## config.mk

```make
export PLATFORM = sky130hd
export DESIGN_NAME = cartridge_bank_mapper_top
export DESIGN_NICKNAME = d
export VERILOG_FILES = /design/src/hdl/cbm_pkg.sv /design/src/hdl/cbm_mod.sv /design/src/hdl/cartridge_bank_mapper_top.sv
export SDC_FILE = /design/constraint.sdc
export NUM_CORES = 1
export LEC_CHECK = 0
export ABC_CLOCK_PERIOD_IN_PS = 9400
export BUFFER_PORTS_ARGS = -buffer_cell sky130_fd_sc_hd__buf_4
export CAP_MARGIN = 20
export CORE_ASPECT_RATIO = 1.1
export CORE_MARGIN = 2
export CORE_UTILIZATION = 55
export DETAILED_ROUTE_END_ITERATION = 12
export HOLD_SLACK_MARGIN = 0.1
export PLACE_DENSITY = 0.75
export SLEW_MARGIN = 30
export SYNTH_ARGS = -nofsm -noshare
export SYNTH_HDL_FRONTEND = slang
export SYNTH_HIERARCHICAL = 1
export SYNTH_SLANG_ARGS = --single-unit
```

## constraint.sdc

```tcl
create_clock -name clk -period 9.4 [get_ports clk]
set_input_delay 0.94 -clock clk [delete_from_list [all_inputs] [get_ports clk]]
set_output_delay 0.94 -clock clk [all_outputs]
set_load 0.03 [all_outputs]
```

## src/hdl/cbm_pkg.sv

```systemverilog
// Shared types and constants for the cartridge bank mapper.
package cbm_pkg;

    // Bus access commands
    localparam logic [1:0] CMD_CPU_RD = 2'd0;
    localparam logic [1:0] CMD_CPU_WR = 2'd1;
    localparam logic [1:0] CMD_PPU_RD = 2'd2;
    localparam logic [1:0] CMD_PPU_WR = 2'd3;

    // Result targets
    localparam logic [2:0] TGT_NONE = 3'd0;
    localparam logic [2:0] TGT_REG  = 3'd1;
    localparam logic [2:0] TGT_RAM  = 3'd2;
    localparam logic [2:0] TGT_PRG  = 3'd3;
    localparam logic [2:0] TGT_CHR  = 3'd4;

    // Configuration register indexes
    localparam logic [1:0] CFG_PRG_ROM_SIZE = 2'd0;
    localparam logic [1:0] CFG_CHR_ROM_SIZE = 2'd1;
    localparam logic [1:0] CFG_PRG_RAM_SIZE = 2'd2;

    localparam int CFG_DATA_W = 24;

    // Register addresses and values with special handling
    localparam logic [15:0] ADDR_TRIGGER   = 16'h5101;
    localparam logic [15:0] ADDR_LATCH1    = 16'h5100;
    localparam logic [7:0]  PRG_FORCE_CODE = 8'd6;
    localparam logic [7:0]  PRG_FORCE_BANK = 8'd3;
    localparam logic [7:0]  RD_DEFAULT     = 8'd4;

    // Video timing points for the pattern bank switching
    localparam logic [8:0] LINE_SPLIT_LO = 9'd127;
    localparam logic [8:0] LINE_SPLIT_HI = 9'd239;
    localparam logic [8:0] LINE_LIMIT    = 9'd128;
    localparam logic [8:0] DOT_LIMIT     = 9'd256;

    typedef struct packed {
        logic [1:0]  cmd;
        logic [15:0] address;
        logic [7:0]  write_value;
        logic [8:0]  scanline;
        logic [8:0]  dot;
    } req_t;

    typedef struct packed {
        logic [2:0]  target;
        logic [22:0] mem_address;
        logic [7:0]  data;
        logic        mem_write;
    } rsp_t;

endpackage

```

## src/hdl/cbm_mod.sv

```systemverilog
// Restoring remainder unit: 8-bit bank number modulo a 9-bit bank count, one bit a cycle.
module cbm_mod (
    input  logic       clk,
    input  logic       rst_n,
    input  logic       start,
    input  logic [7:0] dividend,
    input  logic [8:0] divisor,
    output logic       done,
    output logic [8:0] remainder
);
    logic       busy_reg, busy_next;
    logic       done_reg, done_next;
    logic [3:0] cnt_reg, cnt_next;
    logic [8:0] rem_reg, rem_next;
    logic [7:0] dvd_reg, dvd_next;
    logic [8:0] dvs_reg, dvs_next;
    logic [9:0] trial;

    assign trial = {rem_reg, dvd_reg[7]};

    always_comb
    begin
        busy_next = busy_reg;
        done_next = 1'b0;
        cnt_next  = cnt_reg;
        rem_next  = rem_reg;
        dvd_next  = dvd_reg;
        dvs_next  = dvs_reg;
        if (start)
        begin
            busy_next = 1'b1;
            cnt_next  = 4'd8;
            rem_next  = '0;
            dvd_next  = dividend;
            dvs_next  = divisor;
        end
        else if (busy_reg)
        begin
            // one quotient bit per step; remainder always stays below the divisor
            if (trial >= {1'b0, dvs_reg})
                rem_next = 9'(trial - {1'b0, dvs_reg});
            else
                rem_next = trial[8:0];
            dvd_next = {dvd_reg[6:0], 1'b0};
            cnt_next = cnt_reg - 4'd1;
            if (cnt_reg == 4'd1)
            begin
                busy_next = 1'b0;
                done_next = 1'b1;
            end
        end
    end

    always_ff @(posedge clk or negedge rst_n)
    begin
        if (!rst_n)
        begin
            busy_reg <= 1'b0;
            done_reg <= 1'b0;
            cnt_reg  <= '0;
        end
        else
        begin
            busy_reg <= busy_next;
            done_reg <= done_next;
            cnt_reg  <= cnt_next;
        end
    end

    always_ff @(posedge clk)
    begin
        rem_reg <= rem_next;
        dvd_reg <= dvd_next;
        dvs_reg <= dvs_next;
    end

    assign done      = done_reg;
    assign remainder = rem_reg;

endmodule

```

## src/hdl/cartridge_bank_mapper_top.sv

```systemverilog
// Top level of the cartridge bank mapper: register file, access decode and sequencer.
//
// Usage:
//   req/req_valid/req_ready carries one CPU or PPU bus access per transaction,
//   with the current scanline and dot. rsp/rsp_valid/rsp_ready returns exactly
//   one translated result per access: target memory, byte address, data and
//   write strobe. cfg_we/cfg_index/cfg_wdata writes the three size registers
//   (program ROM, pattern memory, work RAM); write them only while idle.
// Sequencing:
//   Register, work RAM and pattern results pass from the holding register to
//   the output register. Program ROM reads first take the bank number modulo
//   the bank count in the remainder unit, one bit per cycle, 8 steps. One
//   access is in work at a time; req_ready returns with the load of the output
//   register.
// Reset:
//   rst_n (async, active low) empties the pipeline, restores the default sizes
//   (32 KiB program ROM, 8 KiB pattern memory, 8 KiB work RAM), clears the
//   latches, trigger, banks and auto-switch, and sets the toggle.
// Stall:
//   A finished result waits in a holding register while rsp is stalled; the
//   output register keeps its transaction until rsp_ready.
module cartridge_bank_mapper_top #(
    parameter logic [23:0] PRG_ROM_RESET = 24'd32768,
    parameter logic [20:0] CHR_ROM_RESET = 21'd8192,
    parameter logic [13:0] PRG_RAM_RESET = 14'd8192
) (
    input  logic                 clk,
    input  logic                 rst_n,
    input  logic                 cfg_we,
    input  logic [1:0]           cfg_index,
    input  logic [23:0]          cfg_wdata,
    input  logic                 req_valid,
    output logic                 req_ready,
    input  cbm_pkg::req_t        req,
    output logic                 rsp_valid,
    input  logic                 rsp_ready,
    output cbm_pkg::rsp_t        rsp
);
    import cbm_pkg::*;

    typedef enum logic [1:0] {
        S_IDLE,
        S_DIV,
        S_HOLD
    } state_t;

    // Configuration
    logic [23:0] prg_size_reg;
    logic [20:0] chr_size_reg;
    logic [13:0] ram_size_reg;

    // Mapper state
    logic [7:0] latch_reg [4];
    logic [7:0] latch_next [4];
    logic [7:0] trigger_reg, trigger_next;
    logic       toggle_reg, toggle_next;
    logic [7:0] prg_bank_reg, prg_bank_next;
    logic       chr_lo_reg, chr_lo_next;
    logic       chr_hi_reg, chr_hi_next;
    logic       auto_reg, auto_next;

    // Sequencer
    state_t      state_reg, state_next;
    rsp_t        res_reg, res_next;
    rsp_t        rsp_reg, rsp_next;
    logic        rsp_valid_reg, rsp_valid_next;
    logic [14:0] prg_off_reg, prg_off_next;

    logic        accept;
    logic        is_cpu, is_wr;
    logic        in_ram, in_regs, in_rom;
    logic        div_start, div_done;
    logic [8:0]  div_rem;
    logic [8:0]  prg_banks;
    logic [8:0]  chr_banks;
    logic [7:0]  rd_value;
    logic        chr_bank, chr_eff;
    logic [12:0] chr_addr;
    logic [23:0] prg_addr;
    rsp_t        quick_res;

    assign req_ready = (state_reg == S_IDLE);
    assign accept    = req_valid && req_ready;
    assign is_cpu    = (req.cmd == CMD_CPU_RD) || (req.cmd == CMD_CPU_WR);
    assign is_wr     = (req.cmd == CMD_CPU_WR) || (req.cmd == CMD_PPU_WR);
    assign in_ram    = (req.address[15:13] == 3'b011);
    assign in_regs   = (req.address[15:12] == 4'h5);
    assign in_rom    = req.address[15];

    // Bank counts; a program bank count of zero acts as one
    assign prg_banks = (prg_size_reg[23:15] == 9'd0) ? 9'd1 : prg_size_reg[23:15];
    assign chr_banks = chr_size_reg[20:12];

    cbm_mod u_mod (
        .clk       (clk),
        .rst_n     (rst_n),
        .start     (div_start),
        .dividend  (prg_bank_reg),
        .divisor   (prg_banks),
        .done      (div_done),
        .remainder (div_rem)
    );

    // Protection read values, decoded on address & 0x7700
    always_comb
    begin
        case (req.address[10:8])
            3'd1:    rd_value = latch_reg[3] | latch_reg[1] | latch_reg[0] | ~latch_reg[2];
            3'd5:    rd_value = toggle_reg ? (latch_reg[3] | latch_reg[0]) : 8'd0;
            default: rd_value = RD_DEFAULT;
        endcase
    end

    // Register writes and automatic pattern bank switching
    always_comb
    begin
        for (int i = 0; i < 4; i++)
            latch_next[i] = latch_reg[i];
        trigger_next  = trigger_reg;
        toggle_next   = toggle_reg;
        prg_bank_next = prg_bank_reg;
        chr_lo_next   = chr_lo_reg;
        chr_hi_next   = chr_hi_reg;
        auto_next     = auto_reg;
        if (accept && req.cmd == CMD_CPU_WR && in_regs)
        begin
            if (req.address == ADDR_TRIGGER)
            begin
                // nonzero-to-zero write flips the toggle
                if (trigger_reg != 8'd0 && req.write_value == 8'd0)
                    toggle_next = ~toggle_reg;
                trigger_next = req.write_value;
            end
            else if (req.address == ADDR_LATCH1 && req.write_value == PRG_FORCE_CODE)
            begin
                prg_bank_next = PRG_FORCE_BANK;
            end
            else
            begin
                case (req.address[9:8])
                    2'd0:
                    begin
                        latch_next[0] = req.write_value;
                        if (!req.write_value[7] && req.scanline < LINE_LIMIT)
                        begin
                            chr_lo_next = 1'b0;
                            chr_hi_next = 1'b1;
                        end
                        prg_bank_next = {latch_reg[2][3:0], req.write_value[3:0]};
                        auto_next     = req.write_value[7];
                    end
                    2'd1:
                    begin
                        latch_next[1] = req.write_value;
                        if (req.write_value == PRG_FORCE_CODE)
                            prg_bank_next = PRG_FORCE_BANK;
                    end
                    2'd2:
                    begin
                        latch_next[2] = req.write_value;
                        prg_bank_next = {req.write_value[3:0], latch_reg[0][3:0]};
                        auto_next     = latch_reg[0][7];
                    end
                    default:
                    begin
                        latch_next[3] = req.write_value;
                    end
                endcase
            end
        end
        else if (accept && req.cmd == CMD_PPU_RD && auto_reg && req.dot > DOT_LIMIT)
        begin
            if (req.scanline == LINE_SPLIT_HI)
            begin
                chr_lo_next = 1'b0;
                chr_hi_next = 1'b0;
            end
            else if (req.scanline == LINE_SPLIT_LO)
            begin
                chr_lo_next = 1'b1;
                chr_hi_next = 1'b1;
            end
        end
    end

    // Pattern address; with at most two banks in play the modulo is a select
    assign chr_bank = (req.address[15:12] == 4'h0) ? chr_lo_next : chr_hi_next;
    assign chr_eff  = (chr_banks > 9'd1) ? chr_bank : 1'b0;
    assign chr_addr = {chr_eff, req.address[11:0]};

    // Results that need no iteration
    always_comb
    begin
        quick_res = '0;
        if (is_cpu)
        begin
            if (in_ram)
            begin
                if ({1'b0, req.address[12:0]} < ram_size_reg)
                begin
                    quick_res.target      = TGT_RAM;
                    quick_res.mem_address = 23'(req.address[12:0]);
                    quick_res.data        = is_wr ? req.write_value : 8'd0;
                    quick_res.mem_write   = is_wr;
                end
            end
            else if (in_regs)
            begin
                quick_res.target = TGT_REG;
                quick_res.data   = is_wr ? req.write_value : rd_value;
            end
        end
        else if (chr_size_reg != 21'd0 && {8'd0, chr_addr} < chr_size_reg)
        begin
            quick_res.target      = TGT_CHR;
            quick_res.mem_address = 23'(chr_addr);
            quick_res.data        = is_wr ? req.write_value : 8'd0;
            quick_res.mem_write   = is_wr;
        end
    end

    // Program ROM address once the bank remainder is known
    assign prg_addr = {div_rem, prg_off_reg};

    always_comb
    begin
        state_next     = state_reg;
        res_next       = res_reg;
        rsp_next       = rsp_reg;
        rsp_valid_next = rsp_valid_reg;
        prg_off_next   = prg_off_reg;
        div_start      = 1'b0;

        if (rsp_valid_reg && rsp_ready)
            rsp_valid_next = 1'b0;

        case (state_reg)
            S_IDLE:
            begin
                if (accept)
                begin
                    if (is_cpu && in_rom && !in_ram && !in_regs && !is_wr)
                    begin
                        div_start    = 1'b1;
                        prg_off_next = req.address[14:0];
                        state_next   = S_DIV;
                    end
                    else
                    begin
                        res_next   = quick_res;
                        state_next = S_HOLD;
                    end
                end
            end
            S_DIV:
            begin
                if (div_done)
                begin
                    res_next = '0;
                    if (prg_addr < prg_size_reg)
                    begin
                        res_next.target      = TGT_PRG;
                        res_next.mem_address = prg_addr[22:0];
                    end
                    state_next = S_HOLD;
                end
            end
            S_HOLD:
            begin
                if (!rsp_valid_reg || rsp_ready)
                begin
                    rsp_next       = res_reg;
                    rsp_valid_next = 1'b1;
                    state_next     = S_IDLE;
                end
            end
            default:
            begin
                state_next = S_IDLE;
            end
        endcase
    end

    always_ff @(posedge clk or negedge rst_n)
    begin
        if (!rst_n)
        begin
            state_reg     <= S_IDLE;
            rsp_valid_reg <= 1'b0;
            prg_size_reg  <= PRG_ROM_RESET;
            chr_size_reg  <= CHR_ROM_RESET;
            ram_size_reg  <= PRG_RAM_RESET;
            for (int i = 0; i < 4; i++)
                latch_reg[i] <= '0;
            trigger_reg   <= '0;
            toggle_reg    <= 1'b1;
            prg_bank_reg  <= '0;
            chr_lo_reg    <= 1'b0;
            chr_hi_reg    <= 1'b0;
            auto_reg      <= 1'b0;
        end
        else
        begin
            state_reg     <= state_next;
            rsp_valid_reg <= rsp_valid_next;
            if (cfg_we)
            begin
                case (cfg_index)
                    CFG_PRG_ROM_SIZE: prg_size_reg <= cfg_wdata;
                    CFG_CHR_ROM_SIZE: chr_size_reg <= cfg_wdata[20:0];
                    CFG_PRG_RAM_SIZE: ram_size_reg <= cfg_wdata[13:0];
                    default:          ;
                endcase
            end
            for (int i = 0; i < 4; i++)
                latch_reg[i] <= latch_next[i];
            trigger_reg   <= trigger_next;
            toggle_reg    <= toggle_next;
            prg_bank_reg  <= prg_bank_next;
            chr_lo_reg    <= chr_lo_next;
            chr_hi_reg    <= chr_hi_next;
            auto_reg      <= auto_next;
        end
    end

    // Payload registers
    always_ff @(posedge clk)
    begin
        res_reg     <= res_next;
        rsp_reg     <= rsp_next;
        prg_off_reg <= prg_off_next;
    end

    assign rsp_valid = rsp_valid_reg;
    assign rsp       = rsp_reg;

endmodule

```

# Word level (Yosys, flattened, before mapping)
# Index checks and enable logic that the tools add are counted.
[word_totals]
register_bits = 231
output_inout_bits = 37
wordCells = 186
[op_classes]
add_sub_neg = 2
order_cmp = 7
n_eq_ne = 24
muxes = 62
bitwise = 9
n_reduce_logical = 52
[op_table]
columns = ["operator", "n"]
rows = [
  ["$mux W35", 5],
  ["$mux W8", 9],
  ["$pmux W35 S2", 1],
  ["$mux W34", 1],
  ["$eq A16 B15 Y1 const B", 2],
  ["$mux W1", 32],
  ["$or A8 B8 Y8", 4],
  ["$reduce_and A4 Y1", 7],
  ["$mux W25", 1],
  ["$lt A24 B24 Y1", 1],
  ["$pmux W8 S3", 1],
  ["$mux W23", 1],
  ["$lt A13 B21 Y1", 1],
  ["$reduce_bool A21 Y1", 1],
  ["$pmux W8 S2", 1],
  ["$logic_and A1 B1 Y1", 15],
  ["$lt A13 B14 Y1", 1],
  ["$eq A2 B2 Y1 const B", 5],
  ["$ge A10 B9 Y1", 1],
  ["$reduce_and A2 Y1", 5],
  ["$eq A9 B7 Y1 const B", 1],
  ["$eq A9 B8 Y1 const B", 1],
  ["$gt A9 B1 Y1 const B", 1],
  ["$gt A9 B9 Y1 const B", 1],
  ["other kinds (32)", 57],
]

# Logic depth before layout (Yosys ltp)
# Gate-level depths: netlist of the first run.
[logic_depth]
ltp_word = 16
depth_mapped = 17

# Modules after synthesis
# The synthesis of the first run kept the hierarchy.
[by_module_without_submodules]
columns = ["module", "n_inst", "cells_per_inst", "area_per_inst_um2", "seq_area_each_um2"]
rows = [
  ["cartridge_bank_mapper_top", 1, 754, 9323.9, 5410.2],
  ["cbm_mod", 1, 161, 1789.2, 840.8],
]

# Worst setup path after synthesis of the first run
# No wires, ideal clock.
[synth_timing]
kind = "input to register"
start = "input port req[43] (netlist name)"
end = "register res_reg[11] (netlist name), data pin"
arrival_time_ns = 3.868
slack_ns = 5.276
cell_stages = 14
cell_sequence = "clkbuf_1 > nand4b_1 > or4_1 > nor4_1 > o31ai_1 > o21ai_0 > nor2_1 > ha_1 > nand4_1 > or4_1 > o221ai_2 > a21oi_1 > buf_2 > a22o_1"
[synth_rtl]
columns = ["element", "line", "source"]
rows = [
  ["start: declaration", "cartridge_bank_mapper_top.sv:34", "input cbm_pkg::req_t req,"],
  ["end signal: assignment", "cartridge_bank_mapper_top.sv:329", "res_reg <= res_next;"],
  ["end: declaration", "cartridge_bank_mapper_top.sv:64", "rsp_t res_reg, res_next;"],
]

# Worst setup path after layout of the first run
[layout_timing]
start = "input port req[35] (netlist name)"
end = "register res_reg[2] (netlist name), data pin"
[layout_between]
elab_chain_len = 14
elab_cells_between_ends = 29
[layout_lines]
columns = ["element", "line", "source"]
rows = [
  ["$eq A16 B15 Y1 / $logic_not A2 Y1 (equally long branches)", "cartridge_bank_mapper_top.sv:134, cartridge_bank_mapper_top.sv:140", ""],
  ["$logic_and A1 B1 Y1 / $mux W1 (equally long branches)", "cartridge_bank_mapper_top.sv:134, cartridge_bank_mapper_top.sv:140", ""],
  ["$mux W1", "cartridge_bank_mapper_top.sv:134", "else if (req.address == ADDR_LATCH1 && req.write_value == PRG_FORCE_CODE)"],
  ["$mux W1 *", "cartridge_bank_mapper_top.sv:127", "if (req.address == ADDR_TRIGGER)"],
  ["$mux W1 *", "cartridge_bank_mapper_top.sv:125", "if (accept && req.cmd == CMD_CPU_WR && in_regs)"],
  ["via chr_hi_next", "cartridge_bank_mapper_top.sv:59", "logic chr_hi_reg, chr_hi_next;"],
  ["$mux W1 *", "cartridge_bank_mapper_top.sv:187", "assign chr_bank = (req.address[15:12] == 4'h0) ? chr_lo_next : chr_hi_next;"],
  ["$mux W1 *", "cartridge_bank_mapper_top.sv:188", "assign chr_eff = (chr_banks > 9'd1) ? chr_bank : 1'b0;"],
  ["$lt A13 B21 Y1 *", "cartridge_bank_mapper_top.sv:213", "else if (chr_size_reg != 21'd0 && {8'd0, chr_addr} < chr_size_reg)"],
  ["$logic_and A1 B1 Y1 *", "cartridge_bank_mapper_top.sv:213", ""],
  ["$mux W35 *", "cartridge_bank_mapper_top.sv:213", ""],
  ["$mux W35 *", "cartridge_bank_mapper_top.sv:195", "if (is_cpu)"],
  ["$mux W35 *", "cartridge_bank_mapper_top.sv:242", "if (is_cpu && in_rom && !in_ram && !in_regs && !is_wr)"],
  ["$mux W35 *", "cartridge_bank_mapper_top.sv:240", "if (accept)"],
  ["$pmux W35 S2 *", "cartridge_bank_mapper_top.sv:237", "case (state_reg)"],
]
# Mark *: on every way through the listed nets, which the timed path passes. The rest lies on a longest branch. The select of a mux whose other input is x is not followed.
# A chain may end at the register's enable or synchronous reset.

==> impl_results.md, run 1 <==
- Pre-antenna DRT Iters: 5
- Worst setup EP type: flop
- Total core area: a little under 20000 um2
- Async SR Flop Fraction: between 50% and 60%
- Class of the worst hold path: flop to flop
- CTS tree: yes
- Number of remaining DRC errors: 0
- Place WS: 4.64 ns
- Most frequent cells in the layout: 116 x dfrtp_1, 116 x buf_4, 102 x edfxtp_1, 80 x inv_1, 78 x nand2_1
- CTS Buf Count: 25
- # clock sinks: roughly 230
- Arrival time at the worst endpoint: between 4 and 5 ns
- Cell variety after synth: slightly above 80
- GP Congestion: around 0.95
- Row cnt: between 50 and 60
- Setup TNS: 0 ns
- Cells after synthesis: roughly 900
- Final slew viol count: 0
- Post-Layout Cell Count: roughly 1300
- Ant. Diodes: 0
- Utilization after layout: 66.3%
- Initial antenna violation count: 0
- Worst Path Max Fanout: 9
- Area occupied by multi-input gates: around 4400 um2
- Post_cts resized: 0
- Total gr overflow: 0
- Max Fclk: approximately 0.23 GHz
- Die Area: 21400 um2
- DIE HEIGHT: 153 um
- DRT iter0 DRCs: between 600 and 700
- Final non-filler cell area: around 13000 um2
- Tmin final: between 4 and 5 ns
- Vias per cell: ~5.9
- Clock transition at the registers of the reported paths: around 0.06 ns
- Post-synth EDFFs: between 100 and 150
- Synth area leader: edfxtp_1
- Clock latency on the worst-skew pair: between 0.5 and 0.6 ns
- Setup repair bufs after CTS: 0
- Syn-to-layout area delta: 18.1%
- Port bufs: 111
- CP startpoint kind: primary input
- RSZ-0062 raised after global routing: false
- Worst slew pin tran: around 0.88 ns
- Max clock buf depth: 3
- Top-Level Pins: between 100 and 150
- PD cells: ~250 nW/um2
- Final setup violation count: 0
- Fin crit share: 46.2%
- Fraction of layout cells with a size suffix above 1: about a quarter
- Htree depth: 1
- Avg Inst Size Synth: roughly 12 um2
- Die Wd: about 140 um
- CTS root buffer: clkbuf_16
- Max-cap viol count: 0
- Reg area: ~6300 um2
- Largest net degree at the start of global routing: 65
- DR WL/cell: around 20 um
- Seq cells post-synth: 231
- Final net count: around 1200
- Syn Nets: between 1000 and 1500
- Post-DP HPWL: approximately 19 mm
- Yosys synthesis warning count: 6
- Rel. slew slack: roughly two fifths
- VDD IR max: around 0.17 mV
- Post-synth top flop: dfrtp_1
- Post-CTS Hold Buffers: 0
- Post-route ant nets: 0
- Worst setup margin: just over 5 ns
- Yosys top cell area share: 27.6%
- Top cells by area, synth: edfxtp_1 28%, dfrtp_1 26%, ha_1 7.0%, mux2_2 4.8%, mux2_4 2.8%
- Fillers: between 1000 and 1500
- Outcome: complete, no violations
- Number of global-route vias before repair: 7520
- Post-Syn Area: roughly 11000 um2
- Final Hold Viols: 0
- Clk_skew: around 0.012 ns
- Starting Density: 56.1%
- Inst Count DP: 1244
- First-pass GRT wire length: ~41 mm
- Worst setup path class: primary input to flop
- Leakage: roughly 5.9 nW
- Total wire length: between 20 and 30 mm
- Sequential share of the synthesized area: a little under three fifths
- GRT Total Usage: between 20% and 30%
- Placed cell areas: 12200 um2
- Critical Path RT: 9.68 ns
- DR vias: 7660
## per-stage QoR
stage	power (mW)	hold slack, ns
2_1_floorplan	1.92	0.400
3_3_place_gp	2.15	0.400
3_5_place_dp	2.19	0.405
4_1_cts	3.28	0.420
5_1_grt	3.42	0.429
6_report	3.27	0.418
## where the power goes
part           leakage (nW)  internal (mW)  switching, mW
Clock                 0.430          0.682          0.400
Sequential             2.55           1.26          0.126
Combinational          2.90          0.342          0.453
## synth_stat cells, drive strengths merged (3+ instances only)
library cell and n:
dfrtp 116, edfxtp 102, nand2 82, inv 80, mux2 77, ha 62, o21ai 61, clkbuf 32
nor2 29, a21oi 28, and3 19, nor4 19, nand3 16, nand2b 13, a22o 12, a211oi 10
buf 9, dfxtp 9, mux2i 9, nand4 9, o31ai 8, nor2b 7, nor3 7, a21o 6
o21a 6, and2 5, nand4b 5, o211ai 5, xor2 5, a311oi 4, a31oi 4, dfstp 4
nand3b 4, a32o 3, and4 3, nand4bb 3, nor3b 3, nor4b 3, o21bai 3, or2 3
xnor2 3
## path summary, 6_finish.rpt
kind	start	to	slack [ns]	cells past startpoint
setup reg to reg	state_reg[1]	res_reg[2]	5.29	12
setup / recovery	req[35]	res_reg[2]	5.06	15
max in group asynchronous	rst_n	prg_size_reg[1]	7.61	2
hold reg to reg	res_reg[13]	rsp[13]	0.42	0
min in group asynchronous	rst_n	trigger_reg[0]	0.46	1
hold / removal	res_reg[13]	rsp[13]	0.42	0
## worst max-delay path: stages
cell	delay (ns)
buf_4	0.15
inv_1	0.08
ha_1	0.43
nor2b_1	0.40
nand4_1	0.18
o21ai_0	0.22
o31ai_1	0.14
o21ai_0	0.20
nor2_1	0.06
ha_1	0.30
nand4_1	0.12
or4_1	0.53
o221ai_2	0.23
nand3_1	0.29
a32o_1	0.34
## metal layers
metal | routed length, um | track usage (%)
met3 | 1880 | 4.70
met5 | 0 | 0
met4 | 616 | 7.38
met1 | 11000 | 33.0
met2 | 12500 | 39.2
## area by class of cell
| cell class | count | area share [%] |
|---|---|---|
| flip-flops and latches | 231 | 47.6 |
| multi-input cells | 563 | 33.5 |
| repair buffers | 119 | 7.17 |
| clock buffers | 29 | 4.88 |
| well taps | 252 | 2.40 |
| inverters | 80 | 2.29 |
| clock inverters | 17 | 2.09 |
## logic make-up after synthesis
logic type,synth area share (%)
AO/OA/AOI/OAI,10.3
XOR/XNOR,0.631
multiplexers,9.32
flip-flops,56.2
buffers and inverters,4.48
AND/OR/NAND/NOR,11.9
adder cells (fa/ha/maj),7.16
No activity file was read; power rests on OpenSTA's default activity.
==> inputs of run 2 (changes only) <==
- ABC_AREA: unset -> 1
- ABC_CLOCK_PERIOD_IN_PS: 9400 -> 4170
- clock period: 9.4 -> 4.17 ns (I/O delays scaled with it)
==> run 2 against run 1 <==
  * Final area rose by 0.97%
  * Clock-buffer cell count rose by 5
  * Cell count rose by 27%
  * Routed wire length rose by 2.5%
  * Flip-flop and latch count did not move
  * Critical path depth rose by 4
  * Largest cell class unchanged
==> impl_results.md, run 2 <==
- Arrival time at the worst endpoint: 3.57 ns (-1.05 ns)
- Cell depth of the worst flop-to-flop path: 19 (+7)
- Fraction of layout cells with a size suffix above 1: 13.7% (-11 points)
- Syn-to-layout area delta: 16.4%
- Total gr overflow: 0 (unchanged)
- Row cnt: 55 (+1.9%)
- Die Area: 21900 um2 (+2.3%)
- Reg2reg setup slack: 0.86 ns (-4.43 ns)
- First-pass GRT wire length: 43.2 mm (+6.4%)
- Yosys synthesis warning count: 6 (unchanged)
- Post-route ant nets: 0 (unchanged)
- Fillers: 1617 (+11%)
- Cell variety after synth: 49 (-40%)
- Synth top cells by count: 317 x nand2_1, 186 x inv_1, 120 x o21ai_0, 116 x dfrtp_1, 102 x edfxtp_1
- Worst Min Path Start: req[40]
- Hold depth: 1 (+1)
- Async SR Flop Fraction: 51.9% (unchanged)
- Max clock buf depth: 3 (unchanged)
- Worst setup margin: 0.863 ns (-4.20 ns)
- Final net count: 1502 (+30%)
- # clock sinks: 231 (unchanged)
- Worst path slowest cell: dfrtp_1
- RSZ-0062 raised after global routing: false
- Clock transition at the registers of the reported paths: 0.06 ns (about the same)
- Total wire length: 26.7 mm (+2.5%)
- Outcome: complete, no violations
- Final setup violation count: 0 (unchanged)
- Htree depth: 1 (unchanged)
- Top-Level Pins: 112 (unchanged)
- VDD IR max: 0.333 mV (+96%)
- CP cell instances: inv_1 -> nand2_1 -> nor2_1 -> nand3_1 -> nor2_1 -> nand2_1 -> nand3_1 -> nand3_1 -> and3_1 -> ha_1 -> nand2_1 -> nor2_1 -> nand4_1 -> a31oi_1 -> nor2_1 -> o21bai_1 -> nand2_1 -> nand3_1 -> nand2_1
- Fin crit share: approximately four fifths
- DIE HEIGHT: 155 um (+1.2%)
- Most common cell after layout, fill and taps aside: nand2_1
- Clk_skew: 0.0108 ns (-0.000771 ns)
- Place WS: 0.597 ns (-4.05 ns)
- Worst setup EP type: flop
- Post-DP HPWL: 19.6 mm (+4.8%)
- Sequential share of the synthesized area: 54.9% (-1.3 points)
- Port bufs: 111 (unchanged)
- PD cells: 582 nW/um2 (+130%)
- Placed cell areas: 12400 um2 (+1.9%)
- Max-cap viol count: 0 (unchanged)
- DR WL/cell: 16.3 um (-19%)
- RR Endpoint: res_reg[10]
- Vias per cell: 5.39 (-9.2%)
- CTS root buffer: clkbuf_16
- Worst Hold End: prg_off_reg[14]
- Rel. slew slack: 46.4% (+5.0 points)
- Yosys top cell area share: 26.9% (-0.65 points)
- Seq cells post-synth: 231 (unchanged)
- Initial antenna violation count: 0 (unchanged)
- Syn Nets: 1391 (+32%)
- Total core area: 20400 um2 (+3.2%)
- Post-Syn Area: 11400 um2 (+2.4%)
- Die Wd: 141 um (+1.2%)
- Ant. Diodes: 0 (unchanged)
- Post-synth EDFFs: 102 (unchanged)
- Final non-filler cell area: 13200 um2 (+0.97%)
- DRT iter0 DRCs: 693 (+0.29%)
- Cells after synthesis: 1253 (+37%)
- GRT Total Usage: 24.9% (+0.85 points)
- Avg Inst Size Synth: 9.08 um2 (-25%)
- CTS tree: yes
- Pre-antenna DRT Iters: 6 (+1)
- Number of global-route vias before repair: 8473 (+13%)
- Worst setup path class: flop to flop
- Starting Density: 55.7% (-0.45 points)
- Tmin final: ~3.3 ns
- Worst reg2reg path startpoint: state_reg[1]
- Setup TNS: 0 ns (unchanged)
- Max Fclk: roughly 0.30 GHz
- Top cells by area, synth: edfxtp_1 27%, dfrtp_1 26%, nand2_1 10%, ha_1 6.8%, inv_1 6.1%
- Final Hold Viols: 0 (unchanged)
- GP Congestion: 0.926 (-2.7%)
- Largest net degree at the start of global routing: 69 (+6.2%)
- Most common cell in the netlist: nand2_1
- Worst Path Max Fanout: 13 (+4)
- DR vias: 8828 (+15%)
- Worst slew pin tran: 0.803 ns (-0.0745 ns)
- Clock latency on the worst-skew pair: 0.51 ns (about the same)
- Final slew viol count: 0 (unchanged)
- Synth area leader: edfxtp_1
- Top cell family by delay on the critical path: simple AND/OR/NAND/NOR gates
- Critical path's largest stage delay: 0.48 ns (-0.05 ns)
- CTS Buf Count: 25 (unchanged)
- CP startpoint kind: flop
- Worst path bufs/invs: 1 (-1)
- Most frequent cells in the layout: 317 x nand2_1, 186 x inv_1, 120 x o21ai_0, 117 x buf_4, 116 x dfrtp_1
- Post_cts resized: 0 (unchanged)
- Post-synth top flop: dfrtp_1
- Leakage: 6.40 nW (+8.7%)
- Critical Path RT: 4.43 ns (-5.25 ns)
- Number of remaining DRC errors: 0 (unchanged)
- CP most frequent cell: nand2_1
- Class of the worst hold path: primary input to flop
run 2: changes by cell type in the layout (fill, tap and decap cells not counted), sizes merged, moves of 13 or more:
| cell | delta |
|---|---|
| o21ai | +67 |
| nand2b | -13 |
| and3 | -16 |
| nand3 | +70 |
| nand2 | +242 |
| inv | +107 |
| nor2 | +54 |
| mux2 | -76 |
run 2: cell families after synthesis:
family / synth area share [%]
multiplexers: 0.0989
AND/OR/NAND/NOR: 20.6
buffers and inverters: 7.90
AO/OA/AOI/OAI: 9.14
adder cells (fa/ha/maj): 6.99
flip-flops: 54.9
XOR/XNOR: 0.308
run 2: how the worst max path moves through the flow:
stage               slack [ns]  cells after the start     endpoint         start
finish                    0.86                     19  res_reg[10]  state_reg[1]
CTS                       0.91                     16  res_reg[10]  state_reg[1]
global route              0.51                     16  res_reg[10]  state_reg[1]
global placement          0.69                     20  res_reg[10]       req[42]
floorplan                 1.03                     22  res_reg[17]       req[35]
detailed placement        0.60                     20  res_reg[10]       req[42]
run 2: report_power, final:
part           internal, mW  switching (mW)
clock                  1.23           0.850
sequential             3.05           0.298
combinational         0.811            1.47
run 2: cell type report:
cell class,count,area [um2],area share (%)
Multi-Input combinational cell,797,4250,32.1
Tap cell,256,320,2.42
Sequential cell,231,6250,47.2
Inverter,188,708,5.35
Timing Repair Buffer,121,955,7.21
Clock inverter,11,105,0.793
Clock buffer,34,659,4.98
run 2: per-layer routing:
metal | wire length [um] | vias up | global-route usage, %
li1 | - | 4339 | -
met1 | 11500 | 4152 | 34.5
met2 | 12900 | 278 | 41.5
met3 | 1550 | 59 | 3.14
met4 | 784 | 0 | 7.43
met5 | 0 | - | 0
run 2: repair_timing:
action	in CTS	in global routing
buffers inserted	0	0
endpoints found under the hold margin	64	0
hold buffers	1	0
run 2: per-stage QoR:
stage	power [mW]	util (%)	hold slack [ns]	instances
6_report	7.71	64.8	0.114	1638
5_1_grt	8.14	64.8	0.114	1638
4_1_cts	7.67	64.5	0.103	1636
3_5_place_dp	5.57	60.7	0.405	1590
3_3_place_gp	5.50	60.7	0.402	1590
2_1_floorplan	4.84	-	0.121	1253
run 2: worst reg2reg max path, delay by kind of cell, from the launching register on:
kind | cells | cell delay, ns
flip-flops | 1 | 0.48
AND/OR/NAND/NOR | 15 | 1.90
buffers and inverters | 1 | 0.11
AO/OA/AOI/OAI | 2 | 0.29
adder cells (fa/ha/maj) | 1 | 0.29
